### config.mk
export PLATFORM = sky130hd
export DESIGN_NAME = http_chunked_body_extractor_flat
export DESIGN_NICKNAME = d
export VERILOG_FILES = /design/src/hw/rtl/hcbe_pkg.sv /design/src/hw/rtl/hcbe_if.sv /design/src/hw/rtl/http_chunked_body_extractor.sv /design/src/flat_wrapper.sv
export SDC_FILE = /design/constraint.sdc
export NUM_CORES = 1
export LEC_CHECK = 0
export BUFFER_PORTS_ARGS = -buffer_cell sky130_fd_sc_hd__buf_4
export CAP_MARGIN = 10
export CORE_ASPECT_RATIO = 1.5
export CORE_MARGIN = 2
export CORE_UTILIZATION = 61
export CTS_CLUSTER_SIZE = 30
export DETAILED_ROUTE_END_ITERATION = 16
export GPL_ROUTABILITY_DRIVEN = 0
export PLACE_DENSITY = 0.92
export REMOVE_ABC_BUFFERS = 1
export SLEW_MARGIN = 0
export SYNTH_ARGS = -nofsm -noshare
export SYNTH_HDL_FRONTEND = slang
export SYNTH_SLANG_ARGS = --single-unit
### constraint.sdc
create_clock -name clk -period 7.05 [get_ports clk]
set_input_delay 0.3525 -clock clk [delete_from_list [all_inputs] [get_ports clk]]
set_output_delay 0.3525 -clock clk [all_outputs]
set_load 0.02 [all_outputs]
### src/hw/rtl/hcbe_pkg.sv
// ----------------------------------------------------------------------------
// hcbe_pkg: shared definitions for the chunked body extractor
// Field widths, character codes, status codes and the hex digit decoder.
// ----------------------------------------------------------------------------
package hcbe_pkg;

	// Default width of the chunk size accumulator and the remaining-byte counter.
	localparam int LengthBitsDefault = 32;

	// Fixed payload widths.
	localparam int ByteW   = 8;
	localparam int BodyLenW = 32;
	localparam int StatusW = 2;

	typedef logic [ByteW-1:0]    byte_t;
	typedef logic [BodyLenW-1:0] body_len_t;
	typedef logic [StatusW-1:0]  status_t;

	// Character codes.
	localparam byte_t CH_CR = 8'd13;
	localparam byte_t CH_LF = 8'd10;

	// Status codes reported with the final beat of a response.
	localparam status_t ST_OK         = 2'd0;
	localparam status_t ST_NO_HDR_END = 2'd1;
	localparam status_t ST_OVERFLOW   = 2'd2;
	localparam status_t ST_TRUNCATED  = 2'd3;

	// Hex digit value; any character that is not a hex digit counts as zero.
	function automatic logic [3:0] hex_value(input byte_t c);
		logic [3:0] v;
		v = 4'd0;
		if (c >= 8'd48 && c <= 8'd57) begin
			v = 4'(c - 8'd48);
		end else if (c >= 8'd97 && c <= 8'd102) begin
			v = 4'(c - 8'd87);
		end else if (c >= 8'd65 && c <= 8'd70) begin
			v = 4'(c - 8'd55);
		end
		return v;
	endfunction

endpackage

### src/hw/rtl/hcbe_if.sv
// ----------------------------------------------------------------------------
// hcbe_if: stream interfaces of the chunked body extractor
// Response byte channel in and extracted body channel out, valid/ready.
// ----------------------------------------------------------------------------
interface hcbe_in_if;
	import hcbe_pkg::*;

	logic  valid;
	logic  ready;
	byte_t data_byte;
	logic  last;

	modport source (output valid, output data_byte, output last, input ready);
	modport sink   (input valid, input data_byte, input last, output ready);
endinterface

interface hcbe_out_if;
	import hcbe_pkg::*;

	logic      valid;
	logic      ready;
	byte_t     body_byte;
	logic      body_valid;
	logic      done_res;
	body_len_t body_length;
	status_t   status;

	modport source (output valid, output body_byte, output body_valid, output done_res,
		output body_length, output status, input ready);
	modport sink   (input valid, input body_byte, input body_valid, input done_res,
		input body_length, input status, output ready);
endinterface

### src/hw/rtl/http_chunked_body_extractor.sv
// ----------------------------------------------------------------------------
// http_chunked_body_extractor: HTTP response body extractor
// Strips the header of an HTTP response and passes the body, optionally
// decoding chunked transfer encoding, with a length and status at the end.
// ----------------------------------------------------------------------------
// Usage:
// Response bytes arrive on byte_in, one per beat, with last on the final
// byte of a response. Body bytes leave on body_out; the final byte of a
// response always gives a beat (done_res set) carrying the body length and
// status, even if it is not a body byte itself. Bytes that are neither body
// nor final give no output beat.
// cfg_wr_en/cfg_wr_data set chunked mode; it is sampled when the header end
// is found, so write it while the block is idle.
// Throughput is one byte per cycle while body_out.ready stays high. An accepted
// byte reaches its output beat through the input register, then the parse logic
// feeding the output register.
// Reset clears all parse state and selects pass-through mode. After each
// final byte the parse state returns to its reset value, the mode is kept.
// When the receiver stalls, the output register holds its beat; the next byte
// that gives a beat is parked in the input register, then byte_in.ready drops.
// ----------------------------------------------------------------------------
module http_chunked_body_extractor #(
	parameter int LENGTH_BITS = hcbe_pkg::LengthBitsDefault
) (
	input  logic            clk,
	input  logic            arst_n,
	hcbe_in_if.sink         byte_in,
	hcbe_out_if.source      body_out,
	input  logic            cfg_wr_en,
	input  logic            cfg_wr_data
);
	import hcbe_pkg::*;

	localparam int LB = LENGTH_BITS;

	// Parse phases.
	localparam logic [2:0] PH_HEADER = 3'd0;
	localparam logic [2:0] PH_RAW    = 3'd1;
	localparam logic [2:0] PH_SIZE   = 3'd2;
	localparam logic [2:0] PH_DATA   = 3'd3;
	localparam logic [2:0] PH_SKIP   = 3'd4;

	// One hex digit shifted into the size accumulator, saturating on overflow.
	// The top bit of the result flags the overflow.
	function automatic logic [LB:0] push_digit(input logic [LB-1:0] acc,
		input logic [3:0] d);
		logic [LB:0] r;
		if (acc[LB-1 -: 4] != 4'd0) begin
			r = {1'b1, {LB{1'b1}}};
		end else begin
			r = {1'b0, acc[LB-5:0], d};
		end
		return r;
	endfunction

	// Configuration register.
	logic chunked_mode_q;

	always_ff @(posedge clk or negedge arst_n) begin
		if (!arst_n) begin
			chunked_mode_q <= 1'b0;
		end else if (cfg_wr_en) begin
			chunked_mode_q <= cfg_wr_data;
		end
	end

	// Input register stage.
	logic  valid_s1;
	byte_t data_s1;
	logic  last_s1;
	logic  res_s1;
	logic  move_s1;
	logic  out_valid_q;

	assign move_s1 = valid_s1 && (!res_s1 || !out_valid_q || body_out.ready);
	assign byte_in.ready = !valid_s1 || move_s1;

	always_ff @(posedge clk or negedge arst_n) begin
		if (!arst_n) begin
			valid_s1 <= 1'b0;
		end else if (byte_in.ready) begin
			valid_s1 <= byte_in.valid;
		end
	end

	always_ff @(posedge clk) begin
		if (byte_in.valid && byte_in.ready) begin
			data_s1 <= byte_in.data_byte;
			last_s1 <= byte_in.last;
		end
	end

	// Parse state.
	logic [2:0]    phase_q;
	logic [1:0]    hdr_match_q;
	logic [LB-1:0] size_acc_q;
	logic          pending_cr_q;
	logic [LB-1:0] remaining_q;
	logic [1:0]    skip_cnt_q;
	body_len_t     length_q;
	logic [1:0]    err_q;

	logic [2:0]    phase_d;
	logic [1:0]    hdr_match_d;
	logic [LB-1:0] size_acc_d;
	logic          pending_cr_d;
	logic [LB-1:0] remaining_d;
	logic [1:0]    skip_cnt_d;
	body_len_t     length_d;
	logic [1:0]    err_d;
	logic          emit;
	status_t       status_d;
	logic [LB:0]   push_a;
	logic [LB:0]   push_b;
	logic [LB-1:0] rem_dec;

	// Next state and result for the byte in the input register.
	always_comb begin
		phase_d      = phase_q;
		hdr_match_d  = hdr_match_q;
		size_acc_d   = size_acc_q;
		pending_cr_d = pending_cr_q;
		remaining_d  = remaining_q;
		skip_cnt_d   = skip_cnt_q;
		err_d        = err_q;
		emit         = 1'b0;
		status_d     = ST_OK;
		rem_dec      = remaining_q - 1'b1;
		// A lone CR counts as a zero digit before the current byte is taken.
		push_a = pending_cr_q ? push_digit(size_acc_q, 4'd0) : {1'b0, size_acc_q};
		push_b = push_digit(push_a[LB-1:0], hex_value(data_s1));

		unique case (phase_q)
			PH_HEADER: begin
				if (hdr_match_q == 2'd3 && data_s1 == CH_LF) begin
					hdr_match_d = 2'd0;
					if (chunked_mode_q) begin
						phase_d      = PH_SIZE;
						size_acc_d   = '0;
						pending_cr_d = 1'b0;
					end else begin
						phase_d = PH_RAW;
					end
				end else if (hdr_match_q[0] && data_s1 == CH_LF) begin
					hdr_match_d = 2'd2;
				end else if (data_s1 == CH_CR) begin
					hdr_match_d = (hdr_match_q == 2'd2) ? 2'd3 : 2'd1;
				end else begin
					hdr_match_d = 2'd0;
				end
			end
			PH_RAW: begin
				emit = 1'b1;
			end
			PH_SIZE: begin
				if (pending_cr_q && data_s1 == CH_LF) begin
					pending_cr_d = 1'b0;
					if (size_acc_q == '0) begin
						phase_d    = PH_SKIP;
						skip_cnt_d = 2'd2;
					end else begin
						phase_d     = PH_DATA;
						remaining_d = size_acc_q;
					end
					size_acc_d = '0;
				end else if (data_s1 == CH_CR) begin
					pending_cr_d = 1'b1;
					size_acc_d   = push_a[LB-1:0];
					err_d[0]     = err_q[0] | push_a[LB];
				end else begin
					pending_cr_d = 1'b0;
					size_acc_d   = push_b[LB-1:0];
					err_d[0]     = err_q[0] | push_a[LB] | push_b[LB];
				end
			end
			PH_DATA: begin
				emit        = 1'b1;
				remaining_d = rem_dec;
				if (rem_dec == '0) begin
					phase_d    = PH_SKIP;
					skip_cnt_d = 2'd2;
				end
			end
			default: begin
				skip_cnt_d = skip_cnt_q - 2'd1;
				if (skip_cnt_d == 2'd0) begin
					phase_d      = PH_SIZE;
					size_acc_d   = '0;
					pending_cr_d = 1'b0;
				end
			end
		endcase

		// Saturating body length.
		length_d = length_q;
		if (emit && length_q != '1) begin
			length_d = length_q + 1'b1;
		end

		// Final status: missing header end, then overflow, then truncation.
		if (last_s1) begin
			if (phase_d == PH_DATA && remaining_d != '0) begin
				err_d[1] = 1'b1;
			end
			if (phase_d == PH_HEADER) begin
				status_d = ST_NO_HDR_END;
			end else if (err_d[0]) begin
				status_d = ST_OVERFLOW;
			end else if (err_d[1]) begin
				status_d = ST_TRUNCATED;
			end
		end
	end

	assign res_s1 = emit || last_s1;

	// State update; the final byte returns the parse state to reset values.
	always_ff @(posedge clk or negedge arst_n) begin
		if (!arst_n) begin
			phase_q      <= PH_HEADER;
			hdr_match_q  <= 2'd0;
			size_acc_q   <= '0;
			pending_cr_q <= 1'b0;
			remaining_q  <= '0;
			skip_cnt_q   <= 2'd0;
			length_q     <= '0;
			err_q        <= 2'd0;
		end else if (move_s1) begin
			if (last_s1) begin
				phase_q      <= PH_HEADER;
				hdr_match_q  <= 2'd0;
				size_acc_q   <= '0;
				pending_cr_q <= 1'b0;
				remaining_q  <= '0;
				skip_cnt_q   <= 2'd0;
				length_q     <= '0;
				err_q        <= 2'd0;
			end else begin
				phase_q      <= phase_d;
				hdr_match_q  <= hdr_match_d;
				size_acc_q   <= size_acc_d;
				pending_cr_q <= pending_cr_d;
				remaining_q  <= remaining_d;
				skip_cnt_q   <= skip_cnt_d;
				length_q     <= length_d;
				err_q        <= err_d;
			end
		end
	end

	// Output register.
	byte_t     body_byte_q;
	logic      body_valid_q;
	logic      done_q;
	body_len_t body_len_q;
	status_t   status_q;

	always_ff @(posedge clk or negedge arst_n) begin
		if (!arst_n) begin
			out_valid_q <= 1'b0;
		end else if (move_s1 && res_s1) begin
			out_valid_q <= 1'b1;
		end else if (body_out.ready) begin
			out_valid_q <= 1'b0;
		end
	end

	always_ff @(posedge clk) begin
		if (move_s1 && res_s1) begin
			body_byte_q  <= emit ? data_s1 : 8'd0;
			body_valid_q <= emit;
			done_q       <= last_s1;
			body_len_q   <= length_d;
			status_q     <= status_d;
		end
	end

	assign body_out.valid       = out_valid_q;
	assign body_out.body_byte   = body_byte_q;
	assign body_out.body_valid  = body_valid_q;
	assign body_out.done_res    = done_q;
	assign body_out.body_length = body_len_q;
	assign body_out.status      = status_q;

endmodule

### src/flat_wrapper.sv
// flat-port wrapper written by rule: the top's interface ports become plain ports
module http_chunked_body_extractor_flat import hcbe_pkg::*;
#(
	parameter int LENGTH_BITS = hcbe_pkg::LengthBitsDefault
)
  (clk, arst_n, cfg_wr_en, cfg_wr_data, byte_in_valid, byte_in_data_byte, byte_in_last, byte_in_ready, body_out_valid, body_out_body_byte, body_out_body_valid, body_out_done_res, body_out_body_length, body_out_status, body_out_ready);
  hcbe_in_if byte_in_i ();
  hcbe_out_if body_out_i ();
  input  logic clk;
  input  logic arst_n;
  input  logic cfg_wr_en;
  input  logic cfg_wr_data;
  input wire logic [$bits(byte_in_i.valid)-1:0] byte_in_valid;
  input wire logic [$bits(byte_in_i.data_byte)-1:0] byte_in_data_byte;
  input wire logic [$bits(byte_in_i.last)-1:0] byte_in_last;
  output wire logic [$bits(byte_in_i.ready)-1:0] byte_in_ready;
  output wire logic [$bits(body_out_i.valid)-1:0] body_out_valid;
  output wire logic [$bits(body_out_i.body_byte)-1:0] body_out_body_byte;
  output wire logic [$bits(body_out_i.body_valid)-1:0] body_out_body_valid;
  output wire logic [$bits(body_out_i.done_res)-1:0] body_out_done_res;
  output wire logic [$bits(body_out_i.body_length)-1:0] body_out_body_length;
  output wire logic [$bits(body_out_i.status)-1:0] body_out_status;
  input wire logic [$bits(body_out_i.ready)-1:0] body_out_ready;
  assign byte_in_i.valid = byte_in_valid;
  assign byte_in_i.data_byte = byte_in_data_byte;
  assign byte_in_i.last = byte_in_last;
  assign byte_in_ready = byte_in_i.ready;
  assign body_out_valid = body_out_i.valid;
  assign body_out_body_byte = body_out_i.body_byte;
  assign body_out_body_valid = body_out_i.body_valid;
  assign body_out_done_res = body_out_i.done_res;
  assign body_out_body_length = body_out_i.body_length;
  assign body_out_status = body_out_i.status;
  assign body_out_i.ready = body_out_ready;
  http_chunked_body_extractor #(.LENGTH_BITS(LENGTH_BITS)) u_core (.clk(clk), .arst_n(arst_n), .byte_in(byte_in_i), .body_out(body_out_i), .cfg_wr_en(cfg_wr_en), .cfg_wr_data(cfg_wr_data));
endmodule
==> run_results.csv <==
group,metric,value,unit
grt,antenna_found_initial,0,
yosys,async_flop_share,67.08,%
final_layout,post-route-util,69.21,%
floorplanning,die_area,0.01676,mm2
final_layout,final_common_cell,"nand2_1",
clock_tree,insertion_delay,0.44,ns
power_and_ir_drop,power,2.391,mW
final_layout,design_area,0.01072,mm2
clock_tree,cts-buffers-inserted,17,
final_layout,final-seq-area,0.004294,mm2
place,io_buffers,60,
setup_path,crit_fanout,17,
clock_tree,post_cts_buffers,0,
final_layout,fin_cells,1319,
timing,slew_headroom,14.21,%
clock_tree,cts.sinks,161,
final_layout,nFillCells,1090,
drt,drt-total-wl,26870,um
timing,hold_viol_final,0,
final_layout,layout-drive-gt1-share,12.28,%
yosys,synth_cell_types,78,
clock_tree,cts.path.max_buffers,2,
timing,max_freq,231.7,MHz
yosys,postSynthAreaPerCell,8.819,um2
final_layout,multi_input_area,0.004931,mm2
final_layout,final_cell_mix,"126 x nand2_1, 115 x nor2_1, 113 x o21ai_0",
floorplanning,core-area,0.01548,mm2
yosys,yosysWarnings,0,
yosys,synth-seq-cells,161,
clock_tree,postCtsHoldBufs,1,
timing,whs,0.09254,ns
power_and_ir_drop,leakagePower,4.367,nW
grt,grt_pass1_vias,8650,
yosys,synth-main-ff-cell,"dfrtp_1",
power_and_ir_drop,vdd_ir_drop_max,0.1707,mV
floorplanning,die_x,106.4,um
place,hpwlAfterDp,17230,um
timing,min_period,4.315,ns
yosys,syn_inst,1087,
final_layout,syn_to_final_growth,11.80,%
timing,worst_pin_slew,1.287,ns
drt,viasPerCell,6.948,
drt,wl_per_cell,20.37,um
run,cap_violations,0,
timing,setup_viol,0,
yosys,synth_edf_count,53,
place,dpl.cell_count,1285,
clock_tree,cts_resized,0,
floorplanning,start_util,61.91,%
grt,gr-total-overflow,0,
grt,grt_usage,33.06,%
clock_tree,cts.clk_slew.worst_paths,0.07,ns
floorplanning,ioPinCount,61,
setup_path,critPathKind,"reg2reg",
timing,finalWorstSetupSlack,2.735,ns
setup_path,worstPathArrival,4.49,ns
clock_tree,root_buffer,"clkbuf_16",
yosys,seq_area_frac_synth,44.79,%
clock_tree,cts_tree,"done",
clock_tree,cts.htree.levels,4,
timing,finClkSkew,0.01334,ns
drt,routed-via-count,9165,
hold_path,hp-class,"in2reg",
floorplanning,rows,56,
final_layout,nNetsFinal,1126,
drt,ant_nets,0,
run_status,status,"completed",
timing,fin_tns_setup,0,ns
floorplanning,die_y,157.5,um
grt,grt_pass1_wl,43480,um
drt,first_iter_violations,1328,
setup_path,startpoint_type,"flop",
place,dp_slack,2.960,ns
grt,grt_max_degree,85,
drt,drt_pass1_iterations,9,
yosys,syn-cell-area,0.009587,mm2
drt,drc,0,
place,dpl_cell_area,0.01013,mm2
final_layout,diodes,0,
timing,drv_slew,0,
timing,min_period_over_period,61.21,%
timing,rsz0062_at_grt,"false",
power_and_ir_drop,powerDensity,223.1,mW/mm2
setup_path,critical_path_required,7.22,ns
setup_path,endpoint_kind,"flop",
routing by layer:
layer  up-vias  GRT usage (%)  part of all wire, %
li1       4080              -                    -
met1      4242          38.56                   34
met2       617          54.46                   49
met3       226          6.584                  8.6
met4         0          23.25                  8.1
met5         -              0                    0
registers in the layout, indices dropped and copies added, names as in the netlist, 2 cells and up:
signal,count
u_core.length_q,32
u_core.skip_cnt_q,2
u_core.phase_q,3
u_core.body_out.status,2
u_core.size_acc_q,32
u_core.data_s1,8
u_core.remaining_q,32
u_core.body_out.body_length,32
u_core.body_out.body_byte,8
u_core.hdr_match_q,2
report_power, final:
part           switching, mW  internal [mW]  total [mW]
combinational          0.308          0.140       0.448
sequential            0.0422           1.00        1.04
clock                  0.407          0.493       0.900
total                  0.757           1.63        2.39
area by class of cell:
class	count	share of cell area (%)
multi-input combinational	825	46.01
sequential	161	40.07
timing repair buffer	79	5.674
clock buffer	19	4.039
tap	203	2.370
clock inverter	13	1.179
inverter	19	0.6654
cells by family after synthesis:
logic type	Yosys count	synth area share [%]
AO/OA/AOI/OAI	328	22.04
XOR/XNOR	39	3.563
flip-flops	161	44.79
adder cells (fa/ha/maj)	8	1.044
buffers and inverters	101	4.085
multiplexers	24	2.584
AND/OR/NAND/NOR	426	21.89
critical path, cell delays in order (launching register included):
cell      delay, ns
dfrtp_1        0.56
nor3b_2        0.58
and4_1         0.51
a21boi_2       0.74
buf_4          0.31
nor2_1         0.13
o21ai_0        0.18
o311ai_0       0.18
nor4_1         0.39
and4_1         0.36
o41ai_1        0.10
Yosys cell counts, types with 14 or more instances:
cell type / number / area (um2)
edfxtp_1: 53 / 1592
nor4_1: 22 / 137.6
a21oi_1: 66 / 330.3
o21ai_0: 114 / 570.6
xor2_1: 18 / 157.7
nand2_1: 127 / 476.7
o221ai_1: 28 / 245.2
nand4_1: 18 / 112.6
nor3_1: 37 / 185.2
xnor2_1: 21 / 183.9
clkbuf_1: 67 / 251.5
and2_1: 14 / 87.58
nand3_1: 23 / 115.1
inv_1: 17 / 63.81
mux2i_1: 18 / 180.2
nor2_1: 116 / 435.4
a22o_1: 14 / 122.6
dfrtp_1: 108 / 2703
path summary, 6_finish.rpt:
kind,from,cells past startpoint,end,slack [ns]
worst min register to register,u_core.length_q[28]$_DFFE_PN0P_,1,u_core.length_q[28]$_DFFE_PN0P_,0.54
worst max register to register,u_core.phase_q[1]$_DFFE_PN0P_,10,u_core.body_out.status[0]$_SDFFCE_PN0P_,2.73
min in group asynchronous,arst_n,2,u_core.length_q[24]$_DFFE_PN0P_,0.43
worst max-delay path,u_core.phase_q[1]$_DFFE_PN0P_,10,u_core.body_out.status[0]$_SDFFCE_PN0P_,2.73
max in group asynchronous,arst_n,3,u_core.size_acc_q[2]$_DFFE_PN0P_,5.29
worst min-delay path,byte_in_data_byte[4],1,u_core.data_s1[4]$_DFFE_PP_,0.09
Note: power is estimated with default switching activity, not from simulation.
